### config.mk
export PLATFORM = sky130hd
export DESIGN_NAME = delta_list_timer_queue
export DESIGN_NICKNAME = d
export VERILOG_FILES = /design/src/design/dltq_pkg.sv /design/src/design/delta_list_timer_queue.sv /design/src/design/dltq_alu.sv /design/src/design/dltq_mem.sv /design/src/design/dltq_seq.sv
export VERILOG_INCLUDE_DIRS = /design/src /design/src/design
export SDC_FILE = /design/constraint.sdc
export NUM_CORES = 2
export LEC_CHECK = 0
export BUFFER_PORTS_ARGS = -buffer_cell sky130_fd_sc_hd__buf_2
export CORE_MARGIN = 10
export CORE_UTILIZATION = 41
export CTS_CLUSTER_DIAMETER = 80
export CTS_CLUSTER_SIZE = 28
export DETAILED_ROUTE_END_ITERATION = 6
export PLACE_DENSITY = 0.55
export SETUP_SLACK_MARGIN = 0.5
export SLEW_MARGIN = 10
export SYNTH_ARGS = -nofsm -noshare
export SYNTH_HDL_FRONTEND = slang
export SYNTH_SLANG_ARGS = --single-unit
export TNS_END_PERCENT = 30
### constraint.sdc
create_clock -name clk -period 9.71 [get_ports clk]
set_input_delay 2.4275 -clock clk [delete_from_list [all_inputs] [get_ports clk]]
set_output_delay 2.4275 -clock clk [all_outputs]
set_load 0.05 [all_outputs]
### src/design/delta_list_timer_queue_defines.svh
// Assertion macros for the delta-list timer queue.
// Simulation builds get the checks; synthesis builds get empty bodies.
`ifndef DELTA_LIST_TIMER_QUEUE_DEFINES_SVH
`define DELTA_LIST_TIMER_QUEUE_DEFINES_SVH

`ifndef SYNTHESIS

// Same-cycle implication
`define DLTQ_ASSERT_IMP(lbl, clk, rstn, ante, cons) \
  lbl: assert property (@(posedge clk) disable iff (!rstn) (ante) |-> (cons)) \
    else $error("dltq: check failed");

// Next-cycle implication
`define DLTQ_ASSERT_NXT(lbl, clk, rstn, ante, cons) \
  lbl: assert property (@(posedge clk) disable iff (!rstn) (ante) |=> (cons)) \
    else $error("dltq: check failed");

`else

`define DLTQ_ASSERT_IMP(lbl, clk, rstn, ante, cons)
`define DLTQ_ASSERT_NXT(lbl, clk, rstn, ante, cons)

`endif

`endif

### src/design/dltq_pkg.sv
`default_nettype none

package dltq_pkg;

  // Fixed field widths of the request and result beats
  localparam int ID_W        = 4;
  localparam int VAL_W       = 32;
  localparam int MAX_RESULTS = 16;
  localparam int CNT_W       = $clog2(MAX_RESULTS + 1);

  typedef enum logic [1:0] {
    REQ_TICK,
    REQ_ADD,
    REQ_CANCEL,
    REQ_GET
  } req_t;

  typedef enum logic [2:0] {
    KIND_DONE,
    KIND_EXP_ASYNC,
    KIND_EXP_APP,
    KIND_REMAIN,
    KIND_READYQ
  } kind_t;

  typedef enum logic {
    ALU_ADD,
    ALU_SUB
  } alu_op_t;

  typedef enum logic [4:0] {
    S_IDLE,
    S_UL_RD,
    S_UL_EV,
    S_UL_FIXRD,
    S_UL_FIX,
    S_ADD_SET,
    S_IN_RD,
    S_IN_EV,
    S_IN_LINK,
    S_IN_PREV,
    S_IN_CUR,
    S_GET_RD,
    S_GET_EV,
    S_TK_START,
    S_TK_DEC,
    S_TK_RD,
    S_TK_EV,
    S_TK_END,
    S_EMIT
  } state_t;

  // Field write enables of the slot memory
  typedef struct packed {
    logic delta;
    logic link;
    logic mode;
  } mem_we_t;

  // One result beat
  typedef struct packed {
    kind_t            kind;
    logic [ID_W-1:0]  id;
    logic [VAL_W-1:0] value;
    logic             last;
  } res_t;

endpackage

`default_nettype wire

### src/design/delta_list_timer_queue.sv
`default_nettype none

// Delta-list timer queue of numbered alarms.
// Input channel (in_valid/in_stall): one request beat: tick, add, cancel or get.
// Output channel (out_valid/out_stall): result beats; out_last marks the final
// beat of a request. A tick gives one beat per expired alarm (at most 16), or
// a single done beat; every other request gives exactly one beat.
// One request is worked on at a time; in_stall is high until the sequencer has
// handed the request's final beat to the output register.
// Each list node visited is a memory read, then an evaluate. Get walks to
// the alarm; cancel of a listed alarm walks to it and unlinks it, fixing
// the successor's delta when it has one, while cancel of an unlisted one
// answers without a walk. Add first unlinks an already listed alarm, then
// stores its mode and inserts it (unless delay and reload are both zero)
// and answers. A tick decrements the head of a non-empty list, then pops
// each expired alarm, with an insert walk per reloaded alarm.
// Reset (rst_n low, synchronous) empties the list and marks every alarm not
// listed; slot memory needs no clearing pass, so the block is ready at once.
// When the receiver stalls, the output register holds its beat and the
// sequencer waits at its next result until the register is free.
module delta_list_timer_queue #(
  parameter int NUM_ALARMS = 16,
  parameter int TICK_WIDTH = 32
) (
  input  logic                       clk,
  input  logic                       rst_n,
  input  logic                       in_valid,
  output logic                       in_stall,
  input  logic [1:0]                 in_req_type,
  input  logic [dltq_pkg::ID_W-1:0]  in_alarm_id,
  input  logic [dltq_pkg::VAL_W-1:0] in_delay_ticks,
  input  logic [dltq_pkg::VAL_W-1:0] in_reload_ticks,
  input  logic                       in_is_async,
  output logic                       out_valid,
  input  logic                       out_stall,
  output logic [2:0]                 out_kind,
  output logic [dltq_pkg::ID_W-1:0]  out_alarm_id_res,
  output logic [dltq_pkg::VAL_W-1:0] out_value,
  output logic                       out_last
);

  localparam int SLOT_W = $clog2(NUM_ALARMS);

  logic                  idle;
  logic                  emit_ok;
  logic                  res_load;
  dltq_pkg::res_t        res;

  logic                  rd_en;
  logic [SLOT_W-1:0]     rd_addr;
  logic [TICK_WIDTH-1:0] rd_delta;
  logic                  rd_link_v;
  logic [SLOT_W-1:0]     rd_link;
  logic [TICK_WIDTH-1:0] rd_reload;
  logic                  rd_async;
  dltq_pkg::mem_we_t     we;
  logic [SLOT_W-1:0]     wr_addr;
  logic [TICK_WIDTH-1:0] wr_delta;
  logic                  wr_link_v;
  logic [SLOT_W-1:0]     wr_link;
  logic [TICK_WIDTH-1:0] wr_reload;
  logic                  wr_async;

  dltq_pkg::alu_op_t     alu_op;
  logic [TICK_WIDTH-1:0] alu_a;
  logic [TICK_WIDTH-1:0] alu_b;
  logic [TICK_WIDTH-1:0] alu_res;
  logic                  alu_borrow;
  logic                  alu_zero;

  logic                  out_valid_r;
  dltq_pkg::res_t        out_res_r;

  dltq_seq #(
    .NUM_ALARMS (NUM_ALARMS),
    .TICK_WIDTH (TICK_WIDTH)
  ) u_seq (
    .clk             (clk),
    .rst_n           (rst_n),
    .in_valid        (in_valid),
    .in_req_type     (in_req_type),
    .in_alarm_id     (in_alarm_id),
    .in_delay_ticks  (in_delay_ticks),
    .in_reload_ticks (in_reload_ticks),
    .in_is_async     (in_is_async),
    .idle            (idle),
    .emit_ok         (emit_ok),
    .res_load        (res_load),
    .res             (res),
    .rd_en           (rd_en),
    .rd_addr         (rd_addr),
    .rd_delta        (rd_delta),
    .rd_link_v       (rd_link_v),
    .rd_link         (rd_link),
    .rd_reload       (rd_reload),
    .rd_async        (rd_async),
    .we              (we),
    .wr_addr         (wr_addr),
    .wr_delta        (wr_delta),
    .wr_link_v       (wr_link_v),
    .wr_link         (wr_link),
    .wr_reload       (wr_reload),
    .wr_async        (wr_async),
    .alu_op          (alu_op),
    .alu_a           (alu_a),
    .alu_b           (alu_b),
    .alu_res         (alu_res),
    .alu_borrow      (alu_borrow),
    .alu_zero        (alu_zero)
  );

  dltq_mem #(
    .NUM_ALARMS (NUM_ALARMS),
    .TICK_WIDTH (TICK_WIDTH)
  ) u_mem (
    .clk       (clk),
    .rd_en     (rd_en),
    .rd_addr   (rd_addr),
    .rd_delta  (rd_delta),
    .rd_link_v (rd_link_v),
    .rd_link   (rd_link),
    .rd_reload (rd_reload),
    .rd_async  (rd_async),
    .we        (we),
    .wr_addr   (wr_addr),
    .wr_delta  (wr_delta),
    .wr_link_v (wr_link_v),
    .wr_link   (wr_link),
    .wr_reload (wr_reload),
    .wr_async  (wr_async)
  );

  dltq_alu #(
    .TICK_WIDTH (TICK_WIDTH)
  ) u_alu (
    .op     (alu_op),
    .a      (alu_a),
    .b      (alu_b),
    .res    (alu_res),
    .borrow (alu_borrow),
    .zero   (alu_zero)
  );

  // Request side is held off while a request is in work
  assign in_stall = !idle;

  // Output register: free when empty or when its beat leaves this cycle
  assign emit_ok = !out_valid_r || !out_stall;

  always_ff @(posedge clk) begin
    if (!rst_n) begin
      out_valid_r <= 1'b0;
    end else if (res_load) begin
      out_valid_r <= 1'b1;
    end else if (!out_stall) begin
      out_valid_r <= 1'b0;
    end
  end

  always_ff @(posedge clk) begin
    if (res_load) out_res_r <= res;
  end

  assign out_valid        = out_valid_r;
  assign out_kind         = out_res_r.kind;
  assign out_alarm_id_res = out_res_r.id;
  assign out_value        = out_res_r.value;
  assign out_last         = out_res_r.last;

endmodule

`default_nettype wire

### src/design/dltq_alu.sv
`default_nettype none

// Shared add/subtract unit; borrow flags a < b on subtract
module dltq_alu #(
  parameter int TICK_WIDTH = 32
) (
  input  dltq_pkg::alu_op_t        op,
  input  logic [TICK_WIDTH-1:0]    a,
  input  logic [TICK_WIDTH-1:0]    b,
  output logic [TICK_WIDTH-1:0]    res,
  output logic                     borrow,
  output logic                     zero
);

  logic [TICK_WIDTH:0] sum;

  always_comb begin
    case (op)
      dltq_pkg::ALU_ADD: sum = {1'b0, a} + {1'b0, b};
      dltq_pkg::ALU_SUB: sum = {1'b0, a} - {1'b0, b};
      default:           sum = '0;
    endcase
  end

  assign res    = sum[TICK_WIDTH-1:0];
  assign borrow = (op == dltq_pkg::ALU_SUB) && sum[TICK_WIDTH];
  assign zero   = (res == '0);

endmodule

`default_nettype wire

### src/design/dltq_mem.sv
`default_nettype none

// Per-slot storage: delta, successor link, reload period, async flag.
// One write address and one read address per cycle, registered read data.
module dltq_mem #(
  parameter int NUM_ALARMS = 16,
  parameter int TICK_WIDTH = 32,
  localparam int SLOT_W = $clog2(NUM_ALARMS)
) (
  input  logic                  clk,
  input  logic                  rd_en,
  input  logic [SLOT_W-1:0]     rd_addr,
  output logic [TICK_WIDTH-1:0] rd_delta,
  output logic                  rd_link_v,
  output logic [SLOT_W-1:0]     rd_link,
  output logic [TICK_WIDTH-1:0] rd_reload,
  output logic                  rd_async,
  input  dltq_pkg::mem_we_t     we,
  input  logic [SLOT_W-1:0]     wr_addr,
  input  logic [TICK_WIDTH-1:0] wr_delta,
  input  logic                  wr_link_v,
  input  logic [SLOT_W-1:0]     wr_link,
  input  logic [TICK_WIDTH-1:0] wr_reload,
  input  logic                  wr_async
);

  logic [TICK_WIDTH-1:0] delta_mem  [NUM_ALARMS];
  logic [SLOT_W:0]       link_mem   [NUM_ALARMS];
  logic [TICK_WIDTH-1:0] reload_mem [NUM_ALARMS];
  logic                  async_mem  [NUM_ALARMS];

  logic [TICK_WIDTH-1:0] rd_delta_r;
  logic [SLOT_W:0]       rd_link_r;
  logic [TICK_WIDTH-1:0] rd_reload_r;
  logic                  rd_async_r;

  // Field-enabled write port
  always_ff @(posedge clk) begin
    if (we.delta) delta_mem[wr_addr] <= wr_delta;
    if (we.link) link_mem[wr_addr] <= {wr_link_v, wr_link};
    if (we.mode) begin
      reload_mem[wr_addr] <= wr_reload;
      async_mem[wr_addr]  <= wr_async;
    end
  end

  // Read port; data holds until the next read
  always_ff @(posedge clk) begin
    if (rd_en) begin
      rd_delta_r  <= delta_mem[rd_addr];
      rd_link_r   <= link_mem[rd_addr];
      rd_reload_r <= reload_mem[rd_addr];
      rd_async_r  <= async_mem[rd_addr];
    end
  end

  assign rd_delta  = rd_delta_r;
  assign rd_link_v = rd_link_r[SLOT_W];
  assign rd_link   = rd_link_r[SLOT_W-1:0];
  assign rd_reload = rd_reload_r;
  assign rd_async  = rd_async_r;

endmodule

`default_nettype wire

### src/design/dltq_seq.sv
`default_nettype none
`include "delta_list_timer_queue_defines.svh"

// Request sequencer: walks the delta list one node per read/evaluate pair,
// driving the slot memory and the shared add/subtract unit.
module dltq_seq #(
  parameter int NUM_ALARMS = 16,
  parameter int TICK_WIDTH = 32,
  localparam int SLOT_W = $clog2(NUM_ALARMS)
) (
  input  logic                           clk,
  input  logic                           rst_n,
  input  logic                           in_valid,
  input  logic [1:0]                     in_req_type,
  input  logic [dltq_pkg::ID_W-1:0]      in_alarm_id,
  input  logic [dltq_pkg::VAL_W-1:0]     in_delay_ticks,
  input  logic [dltq_pkg::VAL_W-1:0]     in_reload_ticks,
  input  logic                           in_is_async,
  output logic                           idle,
  input  logic                           emit_ok,
  output logic                           res_load,
  output dltq_pkg::res_t                 res,
  output logic                           rd_en,
  output logic [SLOT_W-1:0]              rd_addr,
  input  logic [TICK_WIDTH-1:0]          rd_delta,
  input  logic                           rd_link_v,
  input  logic [SLOT_W-1:0]              rd_link,
  input  logic [TICK_WIDTH-1:0]          rd_reload,
  input  logic                           rd_async,
  output dltq_pkg::mem_we_t              we,
  output logic [SLOT_W-1:0]              wr_addr,
  output logic [TICK_WIDTH-1:0]          wr_delta,
  output logic                           wr_link_v,
  output logic [SLOT_W-1:0]              wr_link,
  output logic [TICK_WIDTH-1:0]          wr_reload,
  output logic                           wr_async,
  output dltq_pkg::alu_op_t              alu_op,
  output logic [TICK_WIDTH-1:0]          alu_a,
  output logic [TICK_WIDTH-1:0]          alu_b,
  input  logic [TICK_WIDTH-1:0]          alu_res,
  input  logic                           alu_borrow,
  input  logic                           alu_zero
);

  localparam int STEP_W = $clog2(NUM_ALARMS + 1);

  dltq_pkg::state_t state_r, state_nxt;
  dltq_pkg::state_t cont_r, cont_nxt;

  logic                      head_v_r, head_v_nxt;
  logic [SLOT_W-1:0]         head_r, head_nxt;
  logic [NUM_ALARMS-1:0]     listed_r, listed_nxt;
  logic                      cur_v_r, cur_v_nxt;
  logic [SLOT_W-1:0]         cur_r, cur_nxt;
  logic                      prev_v_r, prev_v_nxt;
  logic [SLOT_W-1:0]         prev_r, prev_nxt;
  logic [SLOT_W-1:0]         tgt_r, tgt_nxt;
  logic [STEP_W-1:0]         steps_r, steps_nxt;
  logic [TICK_WIDTH-1:0]     acc_r, acc_nxt;
  logic [TICK_WIDTH-1:0]     t_r, t_nxt;
  logic [TICK_WIDTH-1:0]     rel_r, rel_nxt;
  logic                      async_r, async_nxt;
  dltq_pkg::res_t            res_r, res_nxt;
  logic                      pend_v_r, pend_v_nxt;
  dltq_pkg::kind_t           pend_kind_r, pend_kind_nxt;
  logic [SLOT_W-1:0]         pend_id_r, pend_id_nxt;
  logic [dltq_pkg::CNT_W-1:0] n_r, n_nxt;

  // Request decode
  dltq_pkg::req_t        req_in;
  logic                  in_range;
  logic [SLOT_W-1:0]     id_slot;
  logic                  listed_in;
  logic [TICK_WIDTH-1:0] in_t;
  logic [TICK_WIDTH-1:0] in_rel;
  logic [TICK_WIDTH-1:0] t_in;

  assign req_in    = dltq_pkg::req_t'(in_req_type);
  assign in_range  = 32'(in_alarm_id) < 32'(NUM_ALARMS);
  assign id_slot   = SLOT_W'(in_alarm_id);
  assign listed_in = in_range && listed_r[id_slot];
  assign in_t      = TICK_WIDTH'(in_delay_ticks);
  assign in_rel    = TICK_WIDTH'(in_reload_ticks);
  assign t_in      = (in_t != '0) ? in_t : in_rel;

  // Walk conditions
  logic walk_ok, hit, ins_go, rel_nz, tk_room, reinsert;

  assign walk_ok  = cur_v_r && (steps_r != STEP_W'(NUM_ALARMS));
  assign hit      = (cur_r == tgt_r);
  assign ins_go   = !alu_borrow && !alu_zero;
  assign rel_nz   = (rd_reload != '0);
  assign tk_room  = n_r < dltq_pkg::CNT_W'(dltq_pkg::MAX_RESULTS);
  assign reinsert = rd_async && rel_nz;

  assign idle = (state_r == dltq_pkg::S_IDLE);

  // Next state
  always_comb begin
    state_nxt = state_r;
    case (state_r)
      dltq_pkg::S_IDLE: begin
        if (in_valid) begin
          if (req_in == dltq_pkg::REQ_TICK) begin
            state_nxt = dltq_pkg::S_TK_START;
          end else if (!in_range) begin
            state_nxt = dltq_pkg::S_EMIT;
          end else begin
            case (req_in)
              dltq_pkg::REQ_ADD:
                state_nxt = listed_in ? dltq_pkg::S_UL_RD : dltq_pkg::S_ADD_SET;
              dltq_pkg::REQ_CANCEL:
                state_nxt = listed_in ? dltq_pkg::S_UL_RD : dltq_pkg::S_EMIT;
              default:
                state_nxt = dltq_pkg::S_GET_RD;
            endcase
          end
        end
      end
      dltq_pkg::S_UL_RD:    state_nxt = walk_ok ? dltq_pkg::S_UL_EV : cont_r;
      dltq_pkg::S_UL_EV: begin
        if (hit) state_nxt = rd_link_v ? dltq_pkg::S_UL_FIXRD : cont_r;
        else     state_nxt = dltq_pkg::S_UL_RD;
      end
      dltq_pkg::S_UL_FIXRD: state_nxt = dltq_pkg::S_UL_FIX;
      dltq_pkg::S_UL_FIX:   state_nxt = cont_r;
      dltq_pkg::S_ADD_SET:
        state_nxt = (t_r == '0) ? dltq_pkg::S_EMIT : dltq_pkg::S_IN_RD;
      dltq_pkg::S_IN_RD:    state_nxt = walk_ok ? dltq_pkg::S_IN_EV : dltq_pkg::S_IN_LINK;
      dltq_pkg::S_IN_EV:    state_nxt = ins_go ? dltq_pkg::S_IN_RD : dltq_pkg::S_IN_LINK;
      dltq_pkg::S_IN_LINK:  state_nxt = dltq_pkg::S_IN_PREV;
      dltq_pkg::S_IN_PREV:  state_nxt = dltq_pkg::S_IN_CUR;
      dltq_pkg::S_IN_CUR:   state_nxt = cont_r;
      dltq_pkg::S_GET_RD:   state_nxt = walk_ok ? dltq_pkg::S_GET_EV : dltq_pkg::S_EMIT;
      dltq_pkg::S_GET_EV:   state_nxt = hit ? dltq_pkg::S_EMIT : dltq_pkg::S_GET_RD;
      dltq_pkg::S_TK_START:
        state_nxt = head_v_r ? dltq_pkg::S_TK_DEC : dltq_pkg::S_TK_END;
      dltq_pkg::S_TK_DEC:   state_nxt = dltq_pkg::S_TK_RD;
      dltq_pkg::S_TK_RD:
        state_nxt = (tk_room && head_v_r) ? dltq_pkg::S_TK_EV : dltq_pkg::S_TK_END;
      dltq_pkg::S_TK_EV: begin
        if (!alu_zero)                state_nxt = dltq_pkg::S_TK_END;
        else if (pend_v_r && !emit_ok) state_nxt = dltq_pkg::S_TK_EV;
        else if (reinsert)            state_nxt = dltq_pkg::S_IN_RD;
        else                          state_nxt = dltq_pkg::S_TK_RD;
      end
      dltq_pkg::S_TK_END:   state_nxt = emit_ok ? dltq_pkg::S_IDLE : dltq_pkg::S_TK_END;
      dltq_pkg::S_EMIT:     state_nxt = emit_ok ? dltq_pkg::S_IDLE : dltq_pkg::S_EMIT;
      default:              state_nxt = dltq_pkg::S_IDLE;
    endcase
  end

  // Datapath, memory, unit and result controls
  always_comb begin
    cont_nxt      = cont_r;
    head_v_nxt    = head_v_r;
    head_nxt      = head_r;
    listed_nxt    = listed_r;
    cur_v_nxt     = cur_v_r;
    cur_nxt       = cur_r;
    prev_v_nxt    = prev_v_r;
    prev_nxt      = prev_r;
    tgt_nxt       = tgt_r;
    steps_nxt     = steps_r;
    acc_nxt       = acc_r;
    t_nxt         = t_r;
    rel_nxt       = rel_r;
    async_nxt     = async_r;
    res_nxt       = res_r;
    pend_v_nxt    = pend_v_r;
    pend_kind_nxt = pend_kind_r;
    pend_id_nxt   = pend_id_r;
    n_nxt         = n_r;

    rd_en     = 1'b0;
    rd_addr   = cur_r;
    we        = '0;
    wr_addr   = cur_r;
    wr_delta  = alu_res;
    wr_link_v = cur_v_r;
    wr_link   = cur_r;
    wr_reload = rel_r;
    wr_async  = async_r;
    alu_op    = dltq_pkg::ALU_ADD;
    alu_a     = rd_delta;
    alu_b     = acc_r;
    res_load  = 1'b0;
    res       = res_r;

    case (state_r)
      // Latch the request and set up the walk from the head
      dltq_pkg::S_IDLE: begin
        if (in_valid) begin
          tgt_nxt       = id_slot;
          t_nxt         = t_in;
          rel_nxt       = in_rel;
          async_nxt     = in_is_async;
          cur_v_nxt     = head_v_r;
          cur_nxt       = head_r;
          prev_v_nxt    = 1'b0;
          steps_nxt     = '0;
          acc_nxt       = '0;
          n_nxt         = '0;
          pend_v_nxt    = 1'b0;
          res_nxt.kind  = dltq_pkg::KIND_DONE;
          res_nxt.id    = in_alarm_id;
          res_nxt.value = '0;
          res_nxt.last  = 1'b1;
          if (in_range) begin
            if (req_in == dltq_pkg::REQ_CANCEL && !listed_in)
              res_nxt.kind = dltq_pkg::KIND_READYQ;
            if (req_in == dltq_pkg::REQ_GET)
              res_nxt.kind = dltq_pkg::KIND_REMAIN;
          end
          cont_nxt = (req_in == dltq_pkg::REQ_ADD) ? dltq_pkg::S_ADD_SET : dltq_pkg::S_EMIT;
        end
      end

      // Unlink: find the target, bypass it, fold its delta into the successor
      dltq_pkg::S_UL_RD: begin
        if (walk_ok) rd_en = 1'b1;
        else         listed_nxt[tgt_r] = 1'b0;
      end
      dltq_pkg::S_UL_EV: begin
        cur_v_nxt = rd_link_v;
        cur_nxt   = rd_link;
        if (hit) begin
          if (prev_v_r) begin
            we.link   = 1'b1;
            wr_addr   = prev_r;
            wr_link_v = rd_link_v;
            wr_link   = rd_link;
          end else begin
            head_v_nxt = rd_link_v;
            head_nxt   = rd_link;
          end
          acc_nxt = rd_delta;
          if (!rd_link_v) listed_nxt[tgt_r] = 1'b0;
        end else begin
          prev_v_nxt = 1'b1;
          prev_nxt   = cur_r;
          steps_nxt  = steps_r + STEP_W'(1);
        end
      end
      dltq_pkg::S_UL_FIXRD: rd_en = 1'b1;
      dltq_pkg::S_UL_FIX: begin
        alu_op   = dltq_pkg::ALU_ADD;
        alu_a    = rd_delta;
        alu_b    = acc_r;
        we.delta = 1'b1;
        listed_nxt[tgt_r] = 1'b0;
      end

      // Add: store mode, then insert or expire at once
      dltq_pkg::S_ADD_SET: begin
        cont_nxt = dltq_pkg::S_EMIT;
        we.mode  = 1'b1;
        wr_addr  = tgt_r;
        if (t_r == '0) begin
          res_nxt.kind = dltq_pkg::KIND_EXP_APP;
        end else begin
          acc_nxt    = t_r;
          cur_v_nxt  = head_v_r;
          cur_nxt    = head_r;
          prev_v_nxt = 1'b0;
          steps_nxt  = '0;
        end
      end

      // Insert: skip nodes whose delta is below the remaining delay
      dltq_pkg::S_IN_RD: begin
        if (walk_ok) rd_en = 1'b1;
      end
      dltq_pkg::S_IN_EV: begin
        alu_op = dltq_pkg::ALU_SUB;
        alu_a  = acc_r;
        alu_b  = rd_delta;
        if (ins_go) begin
          acc_nxt    = alu_res;
          prev_v_nxt = 1'b1;
          prev_nxt   = cur_r;
          cur_v_nxt  = rd_link_v;
          cur_nxt    = rd_link;
          steps_nxt  = steps_r + STEP_W'(1);
        end
      end
      dltq_pkg::S_IN_LINK: begin
        we.delta  = 1'b1;
        we.link   = 1'b1;
        wr_addr   = tgt_r;
        wr_delta  = acc_r;
        wr_link_v = cur_v_r;
        wr_link   = cur_r;
        listed_nxt[tgt_r] = 1'b1;
      end
      dltq_pkg::S_IN_PREV: begin
        if (prev_v_r) begin
          we.link   = 1'b1;
          wr_addr   = prev_r;
          wr_link_v = 1'b1;
          wr_link   = tgt_r;
        end else begin
          head_v_nxt = 1'b1;
          head_nxt   = tgt_r;
        end
      end
      dltq_pkg::S_IN_CUR: begin
        alu_op = dltq_pkg::ALU_SUB;
        alu_a  = rd_delta;
        alu_b  = acc_r;
        if (cur_v_r) we.delta = 1'b1;
      end

      // Get: running sum up to the named alarm
      dltq_pkg::S_GET_RD: begin
        if (walk_ok) rd_en = 1'b1;
      end
      dltq_pkg::S_GET_EV: begin
        alu_op  = dltq_pkg::ALU_ADD;
        alu_a   = acc_r;
        alu_b   = rd_delta;
        acc_nxt = alu_res;
        if (hit) begin
          res_nxt.value = dltq_pkg::VAL_W'(alu_res);
        end else begin
          cur_v_nxt = rd_link_v;
          cur_nxt   = rd_link;
          steps_nxt = steps_r + STEP_W'(1);
        end
      end

      // Tick: saturating decrement of the head
      dltq_pkg::S_TK_START: begin
        rd_en   = head_v_r;
        rd_addr = head_r;
      end
      dltq_pkg::S_TK_DEC: begin
        alu_op  = dltq_pkg::ALU_SUB;
        alu_a   = rd_delta;
        alu_b   = TICK_WIDTH'(1);
        wr_addr = head_r;
        if (!alu_borrow) we.delta = 1'b1;
      end
      dltq_pkg::S_TK_RD: begin
        rd_en   = tk_room && head_v_r;
        rd_addr = head_r;
      end

      // Pop a head at zero; previous expiry goes out once a later one exists
      dltq_pkg::S_TK_EV: begin
        alu_op = dltq_pkg::ALU_SUB;
        alu_a  = rd_delta;
        alu_b  = '0;
        if (alu_zero && (!pend_v_r || emit_ok)) begin
          if (pend_v_r) begin
            res_load   = 1'b1;
            res.kind   = pend_kind_r;
            res.id     = dltq_pkg::ID_W'(pend_id_r);
            res.value  = '0;
            res.last   = 1'b0;
          end
          pend_v_nxt    = 1'b1;
          pend_kind_nxt = rd_async ? dltq_pkg::KIND_EXP_ASYNC : dltq_pkg::KIND_EXP_APP;
          pend_id_nxt   = head_r;
          head_v_nxt    = rd_link_v;
          head_nxt      = rd_link;
          listed_nxt[head_r] = 1'b0;
          n_nxt         = n_r + dltq_pkg::CNT_W'(1);
          if (reinsert) begin
            tgt_nxt    = head_r;
            acc_nxt    = rd_reload;
            cur_v_nxt  = rd_link_v;
            cur_nxt    = rd_link;
            prev_v_nxt = 1'b0;
            steps_nxt  = '0;
            cont_nxt   = dltq_pkg::S_TK_RD;
          end
        end
      end
      dltq_pkg::S_TK_END: begin
        if (emit_ok) begin
          res_load  = 1'b1;
          res.value = '0;
          res.last  = 1'b1;
          if (pend_v_r) begin
            res.kind = pend_kind_r;
            res.id   = dltq_pkg::ID_W'(pend_id_r);
          end else begin
            res.kind = dltq_pkg::KIND_DONE;
            res.id   = '0;
          end
        end
      end

      dltq_pkg::S_EMIT: begin
        res_load = emit_ok;
      end

      default: ;
    endcase
  end

  // Control state
  always_ff @(posedge clk) begin
    if (!rst_n) begin
      state_r  <= dltq_pkg::S_IDLE;
      head_v_r <= 1'b0;
      listed_r <= '0;
      pend_v_r <= 1'b0;
    end else begin
      state_r  <= state_nxt;
      head_v_r <= head_v_nxt;
      listed_r <= listed_nxt;
      pend_v_r <= pend_v_nxt;
    end
  end

  // Walk and payload registers
  always_ff @(posedge clk) begin
    cont_r      <= cont_nxt;
    head_r      <= head_nxt;
    cur_v_r     <= cur_v_nxt;
    cur_r       <= cur_nxt;
    prev_v_r    <= prev_v_nxt;
    prev_r      <= prev_nxt;
    tgt_r       <= tgt_nxt;
    steps_r     <= steps_nxt;
    acc_r       <= acc_nxt;
    t_r         <= t_nxt;
    rel_r       <= rel_nxt;
    async_r     <= async_nxt;
    res_r       <= res_nxt;
    pend_kind_r <= pend_kind_nxt;
    pend_id_r   <= pend_id_nxt;
    n_r         <= n_nxt;
  end

  // A result is only produced when the output register can take it
  `DLTQ_ASSERT_IMP(a_emit_room, clk, rst_n, res_load, emit_ok)
  // The head of the list is always a listed alarm
  `DLTQ_ASSERT_IMP(a_head_listed, clk, rst_n, head_v_r, listed_r[head_r])
  // A listed alarm is always reached before the walk runs off the list
  `DLTQ_ASSERT_IMP(a_unlink_finds, clk, rst_n,
                   (state_r == dltq_pkg::S_UL_RD) && listed_r[tgt_r], cur_v_r)
  // Fixing the successor's delta finishes the unlink
  `DLTQ_ASSERT_NXT(a_unlink_done, clk, rst_n,
                   state_r == dltq_pkg::S_UL_FIX, !listed_r[tgt_r])

endmodule

`default_nettype wire

== Word-level counts from Yosys, hierarchy flattened ==
Memory sizes are Yosys's and may differ from the RTL's. A register that Yosys moved wholly into a read port is not among the register bits.
Cells that the tools add are included.
Word-level totals
  output and inout port bits: 42
  register bits after elaboration: 240
  memories kept: 4
  logic and storage cells: 289
  bits in latches: 0
  bits in read-only memories: 0
  input bits: 75
  RAM bits: 1120
Memories
  u_mem.delta_mem: depth 16, bits a word 32, rd ports 1, clocked after Yosys merged registers in 1, write ports 1, line dltq_mem.sv:27  | logic [TICK_WIDTH-1:0] delta_mem [NUM_ALARMS];
  u_mem.reload_mem: depth 16, bits a word 32, rd ports 1, clocked after Yosys merged registers in 1, write ports 1, line dltq_mem.sv:29  | logic [TICK_WIDTH-1:0] reload_mem [NUM_ALARMS];
  u_mem.link_mem: depth 16, bits a word 5, rd ports 1, clocked after Yosys merged registers in 1, write ports 1, line dltq_mem.sv:28  | logic [SLOT_W:0] link_mem [NUM_ALARMS];
  u_mem.async_mem: depth 16, bits a word 1, rd ports 1, clocked after Yosys merged registers in 1, write ports 1, line dltq_mem.sv:30  | logic async_mem [NUM_ALARMS];
Cells by class
  bitwise gates (word level): 6
  reductions and logical operators: 58
  shift-type cells: 0
  multiplexer cells: 145
  order comparisons: 6
  multiply operators: 0
  $add $sub $neg: 4
  divide/modulo/power cells: 0
  eq/ne operators: 39
Operator list (count)
  two-way mux 32 bit: 10
  case mux 32 bit (6 select lines): 1
  two-way mux 40 bit: 4
  two-way mux 5 bit: 25
  two-way mux 4 bit: 24
  case mux 32 bit (3 select lines): 1
  case mux 5 bit (18 select lines): 1
  case mux 16 bit (5 select lines): 1
  case mux 40 bit (2 select lines): 1
  case mux 33 bit (2 select lines): 1
  zero test 32 bit: 2
  two-way mux 16 bit: 4
  case mux 32 bit (2 select lines): 1
  nonzero test 32 bit: 2
  two-way mux 1 bit: 42
  == test 5 x 4 -> 1 bit, second input constant: 8
  adder 32 x 32 -> 33 bit: 1
  subtractor 32 x 32 -> 33 bit: 1
  AND 16 bit: 2
  inverter 16 bit: 2
  AND reduction 7 bit: 4
  case mux 5 bit (5 select lines): 1
  case mux 4 bit (2 select lines): 3
  case mux 4 bit (6 select lines): 1
  other kinds (47): 115

== Depth between registers and ports, before layout ==
  word-level depth: 10
  mapped depth: 28
  mapped depth without buffers: 24

== Modules after synthesis ==
From an unflattened synthesis, not the netlist that was laid out.
Unflattened totals
  cell total of the unflattened synthesis: 3294
  area total of the unflattened synthesis: 59095.4 sq um
By module, submodules not included
  dltq_mem: cells each 1848, instances 1, area each 44194.9 sq um
  dltq_seq: cells each 1027, instances 1, area each 11074.4 sq um
  dltq_alu: cells each 374, instances 1, area each 2586.2 sq um
  delta_list_timer_queue: cells each 45, instances 1, area each 1239.9 sq um

== Least setup slack after synthesis ==
No wires, ideal clock.
  path type: register -> register
  from: register u_seq.state_r[3]
  to: register u_seq.acc_r[0] (enable)
  library setup time: 0.470 ns
  setup slack: 1.685 ns
  data arrival time: 7.555 ns
  buffers on the path: 4
  cell stages (with the launch flop): 26
  cell sequence: dfxtp_1 > buf_2 > and3b_1 > clkbuf_1 > o21a_1 > nor2_1 > clkbuf_1 > a221o_1 > a221oi_1 > and3_1 > nand3_1 > nor2_1 > nor2_1 > xor2_1 > ha_1 > bufbuf_16 > and4_1 > and2_1 > a22o_1 > a311oi_1 > a21boi_0 > xor2_1 > nand3_2 > nor4_1 > o21ai_0 > a211oi_1
On the way
  longest elaborated chain between the ends: 10
  elaborated cells between the ends (all ways): 31
  those cells by class: 2 x add/sub; 13 x eq/ne; 4 x mux; 1 x bitwise; 11 x reduce/logical
RTL lines
  start, declared: line dltq_seq.sv:47  | dltq_pkg::state_t state_r, state_nxt;
  start signal, assigned: line dltq_seq.sv:406  | state_r <= dltq_pkg::S_IDLE;
  start signal, assigned: line dltq_seq.sv:411  | state_r <= state_nxt;
  == test 5 x 3 -> 1 bit, or another cell as far along: line dltq_seq.sv:190  | case (state_r)
  OR reduction 2 bit (no line) / OR reduction 4 bit (equally long branches)
  case mux 32 bit (3 select lines), or another cell as far along: line dltq_seq.sv:190
  subtractor 32 x 32 -> 33 bit, or another cell as far along: line dltq_alu.sv:20  | dltq_pkg::ALU_SUB: sum = {1'b0, a} - {1'b0, b};
  case mux 33 bit (2 select lines): line dltq_alu.sv:18  | case (op)
  zero test 32 bit / logical AND 1 bit (equally long branches): line dltq_alu.sv:27, dltq_alu.sv:26
  zero test 1 bit: line dltq_seq.sv:91  | assign ins_go = !alu_borrow && !alu_zero;
  logical AND 1 bit: line dltq_seq.sv:91
  inequality test 2 x 1 -> 1 bit (no line)
  AND reduction 7 bit (no line) (*)
  end signal, assigned: line dltq_seq.sv:428  | acc_r <= acc_nxt;
  end, declared: line dltq_seq.sv:59  | logic [TICK_WIDTH-1:0] acc_r, acc_nxt;
Mark *: on every way between the ends. The rest lies on a longest branch, timed or not.
A chain may end at the register's enable or synchronous reset.

== Final worst setup path ==
  from: register u_seq.state_r[2]
  to: register out_res_r (netlist bit out_value[10]) (enable)
On the way
  longest elaborated chain between the ends: 9
  elaborated cells between the ends (all ways): 20
  those cells by class: 2 x add/sub; 7 x eq/ne; 6 x mux; 1 x bitwise; 4 x reduce/logical
RTL lines
  == test 5 x 3 -> 1 bit, or another cell as far along: line dltq_seq.sv:190
  OR reduction 2 bit (no line) / OR reduction 4 bit (equally long branches)
  case mux 32 bit (3 select lines), or another cell as far along: line dltq_seq.sv:190
  subtractor 32 x 32 -> 33 bit, or another cell as far along: line dltq_alu.sv:20
  case mux 33 bit (2 select lines): line dltq_alu.sv:18
  zero test 32 bit: line dltq_alu.sv:27  | assign zero = (res == '0);
  logical AND 1 bit: line dltq_seq.sv:354  | if (alu_zero && (!pend_v_r || emit_ok)) begin
  two-way mux 1 bit: line dltq_seq.sv:354
  case mux 1 bit (3 select lines) (*): line dltq_seq.sv:190
  named net res_load: line delta_list_timer_queue.sv:46  | logic res_load;
  end signal, assigned: line delta_list_timer_queue.sv:161  | if (res_load) out_res_r <= res;
  end, declared: line delta_list_timer_queue.sv:72  | dltq_pkg::res_t out_res_r;
The timed path passes the listed nets; every way through them passes the cells marked *.

==> summary.md <==
| Metric | Value |
|---|---|
| Final setup TNS | 0 ps |
| Cells resized by post-CTS repair | 0 |
| Initial drt markers | 3802 |
| Antenna diode count | 0 |
| Die Y | just over 400 um |
| WL final | 161000 um |
| CP dominant cell by count | a21oi_1 |
| Worst-Margin Slew | approximately 1200 ps |
| Cell Rows | 140 |
| FF+latch count, synth | approximately 1.4k |
| Post-Syn Area | approximately 60000 sq um |
| Critical-path maximum fanout | 28 |
| Routed WL per cell | approximately 29 um |
| Synth Area in Adders | 0.00869 |
| Leak | approximately 21 nW |
| Worst hold slack | about 530 ps |
| Top_reg_cell synth | edfxtp_1 |
| CP Buf/Inv Count | 2 |
| Die width | between 400 and 500 um |
| First-pass GRT wire length | 234000 um |
| Pin count of the biggest net entering global routing | between 100 and 150 |
| Fraction of layout cells with a size suffix above 1 | 0.204 |
| Top delay family on crit path | compound AO/OA/AOI/OAI gates |
| Vias/cell | a little under 6 |
| DRC viols | 0 |
| Mapped Nets | approximately 3.7k |
| Post-synth EDFFs | ~1.4k |
| RSZ-0062 raised after global routing | no |
| Max incr delay on CP | just over 700 ps |
| Area delta synth->final | 10.1% |
| Pins Over Slew Limit | 0 |
| Syn avg cell area | 16.8 sq um |
| Endpoint class of the critical path | flip-flop |
| Yosys top cell area share | 0.704 |
| Yosys cell types | ~110 |
| Via Count | roughly 33k |
| Met2 WL post-DR | roughly 73000 um |
| CTS H-tree lvls | 3 |
| Number of setup buffers added after CTS | 0 |
| Total track usage | 0.195 |
| Die ar. | 162000 sq um |
| Highest clock rate | between 100 and 150 MHz |
| GP Congestion | 0.901 |
| Synth Instances | ~3.6k |
| Initial Utilization | 0.412 |
| Largest family of logic cells by synthesized area | multiplexers |
| Vias in the first global route | between 30k and 40k |
| Setup crit start kind | flip-flop |
| Post-Synth XOR/XNOR Area | 0.00951 |
| Detail Route Antenna Nets | 0 |
| Clk Latency, worst-skew pair | about 770 ps |
| CTS clock-pin slew for the worst setup and hold paths | approximately 100 ps |
| Crit-path cells | nor2b_1 > o21ai_0 > a32oi_1 > ha_1 > o311ai_0 > nor3_1 > o211a_1 > and3_1 > inv_1 > o21ai_0 > xnor2_1 > ha_1 > a21oi_1 > o211ai_1 > a21oi_1 > nand3_1 > xnor2_1 > o211a_1 > nand4_1 > nor4_2 > a21oi_1 > a21oi_4 > buf_4 |
| Fin. Hold Viols | 0 |
| Nets@finish | 3779 |
| CTS tree | done |
| Fin crit share | 0.883 |
| Root Driver | clkbuf_16 |
| Max-Cap Viols | 0 |
| Post-synth top area cell | edfxtp_1 |
| Drt pass-1 iters | 7 |
| Worst path arrival time | ~9000 ps |
| Critical path's slowest cell | dfxtp_1 |
| Outcome | finished clean |
| Slew margin rel. | 0.226 |
| Clk buf depth | 3 |
| Final Util | 0.454 |
| Pwr dens | 375 nW/um^2 |
| Number of setup violations in the final report | 0 |
| Synth area leaders | edfxtp_1 (70%), mux4_2 (11%), nand2_1 (2.2%) |
| Async set or reset register ratio after synthesis | 0 |
| Initial antenna violation count | 11 |
| Wl on met1 | 72400 um |
| Met3 WL | 12000 um |
| Worst clock skew | ~50 ps |
| Worst EP required | between 10000 and 15000 ps |
| Sequential share of the synthesized area | 0.712 |
| Minimum clock period | about 8600 ps |
| WS Path Type | flip-flop to flip-flop |
| Proportion of synthesized area in mux cells | 0.110 |
| Ports | 117 |
| Global route overflow | 0 |
| Core Region | approximately 150000 sq um |
| Cts hold-fix bufs | 0 |
| Total CTS buffers | 78 |
| Detail Placement HPWL | between 100000 and 150000 um |
| Max Used Layer | met5 |
| Number of port buffers | ~120 |
| Compound-Gate Fraction of Synth Area | 0.0740 |
| Sink Count | 1428 |
| Ys Warns | 0 |
| Worst vdd ir | 0.000282 V |
| Simple-Gate Fraction of Synth Area | 0.0667 |
| Min-delay worst type | flip-flop to flip-flop |
registers in the layout (all words and copies together), names as in the netlist, 16 cells and up:
register,cells
out_value,32
u_mem.async_mem,16
u_mem.delta_mem,512
u_mem.link_mem,80
u_mem.rd_delta,32
u_mem.rd_reload,32
u_mem.reload_mem,512
u_seq.acc_r,32
u_seq.listed_r,16
u_seq.res_r,39
u_seq.t_r,32
u_seq.wr_reload,32
stage by stage:
step,total power [mW],instances,cell area [sq um],worst slack (ps)
after floorplan,16.4,3564,59900,1680
after global placement,21.0,5500,63200,1560
after detailed placement,21.0,5500,63200,1400
after CTS,24.9,5629,65900,1280
after global routing,26.0,5629,66000,570
final,24.8,5629,66000,1140
routing by layer:
| metal | vias up | track usage |
|---|---|---|
| li1 | 14500 | - |
| met1 | 17500 | 0.288 |
| met2 | 1250 | 0.295 |
| met3 | 163 | 0.0343 |
| met4 | 6 | 0.0520 |
| met5 | - | 0.00624 |
area by class of cell:
class	count	area (sq um)
clock buffer	80	1960
inverter	34	134
fill	12600	79400
clock inverter	49	802
timing repair buffer	232	1500
tap	1917	2400
multi-input combinational	1889	16500
sequential	1428	42600
synth_stat cells (31+ instances only):
master and count:
xor2_1 33, and2_1 104, a21o_1 49, clkbuf_1 153
ha_1 40, buf_2 32, a222oi_1 36, nor2_1 188
nand3_1 36, nor4_1 32, a22oi_1 37, edfxtp_1 1404
inv_1 31, a211oi_1 82, a21oi_1 67, o21ai_0 115
nand2_1 354, mux4_2 285, xnor2_1 32, a31oi_1 80
layout by cell type (no fill, tap or decap), types with 12 or more instances in the layout:
| master | synthesis | routed |
|---|---|---|
| a211oi_1 | 82 | 81 |
| a21oi_1 | 67 | 65 |
| or2_2 | 16 | 16 |
| dfxtp_1 | 24 | 24 |
| nand2_1 | 354 | 354 |
| o21ai_1 | 7 | 16 |
| o221ai_1 | 17 | 17 |
| clkbuf_16 | 0 | 78 |
| o21ai_0 | 115 | 100 |
| and2_1 | 104 | 104 |
| xnor2_1 | 32 | 32 |
| o21a_1 | 13 | 12 |
| nand4_1 | 22 | 22 |
| buf_4 | 0 | 112 |
| nand3_1 | 36 | 36 |
| buf_2 | 32 | 116 |
| nor4_1 | 32 | 32 |
| edfxtp_1 | 1404 | 1404 |
| ha_1 | 40 | 40 |
| xor2_1 | 33 | 33 |
| nor3_1 | 23 | 19 |
| mux4_2 | 285 | 285 |
| a222oi_1 | 36 | 36 |
| nor2_1 | 188 | 156 |
| a41oi_1 | 17 | 17 |
| a21o_1 | 49 | 49 |
| a22oi_1 | 37 | 37 |
| inv_1 | 31 | 30 |
| a31oi_1 | 80 | 80 |
| nor2_4 | 0 | 29 |
worst register-to-register path, cell delays in order, from the launching register on:
cell	delay, ps
dfxtp_1	710
nor2b_1	700
o21ai_0	330
a32oi_1	380
ha_1	270
o311ai_0	170
nor3_1	500
o211a_1	310
and3_1	300
inv_1	60
o21ai_0	210
xnor2_1	100
ha_1	380
a21oi_1	320
o211ai_1	160
a21oi_1	330
nand3_1	190
xnor2_1	510
o211a_1	240
nand4_1	200
nor4_2	670
a21oi_1	250
a21oi_4	690
buf_4	300
cell families after synthesis:
group,count (synthesis)
compound gates,631
mux,302
buf+inv,247
simple gates,850
xor+xnor,65
fa+ha+maj,41
flops,1428
worst paths after layout:
kind                                 startpoint  depth (start not counted)  slack (ps)                       to
setup / recovery  u_seq.state_r[2]$_SDFFE_PN0N_                         23        1140  out_value[10]$_DFFE_PP_
hold / removal        u_seq.res_r[11]$_DFFE_PP_                          1         530  out_value[10]$_DFFE_PP_
setup reg to reg  u_seq.state_r[2]$_SDFFE_PN0N_                         23        1140  out_value[10]$_DFFE_PP_
hold reg to reg       u_seq.res_r[11]$_DFFE_PP_                          1         530  out_value[10]$_DFFE_PP_
where the power goes:
group	total, mW	switching (mW)	internal [mW]	leakage, nW
Sequential	10.2	0.557	9.60	13.0
Clock	3.92	2.24	1.68	1.32
Combinational	10.7	7.32	3.37	6.73
No activity file was read; power rests on OpenSTA's default activity.
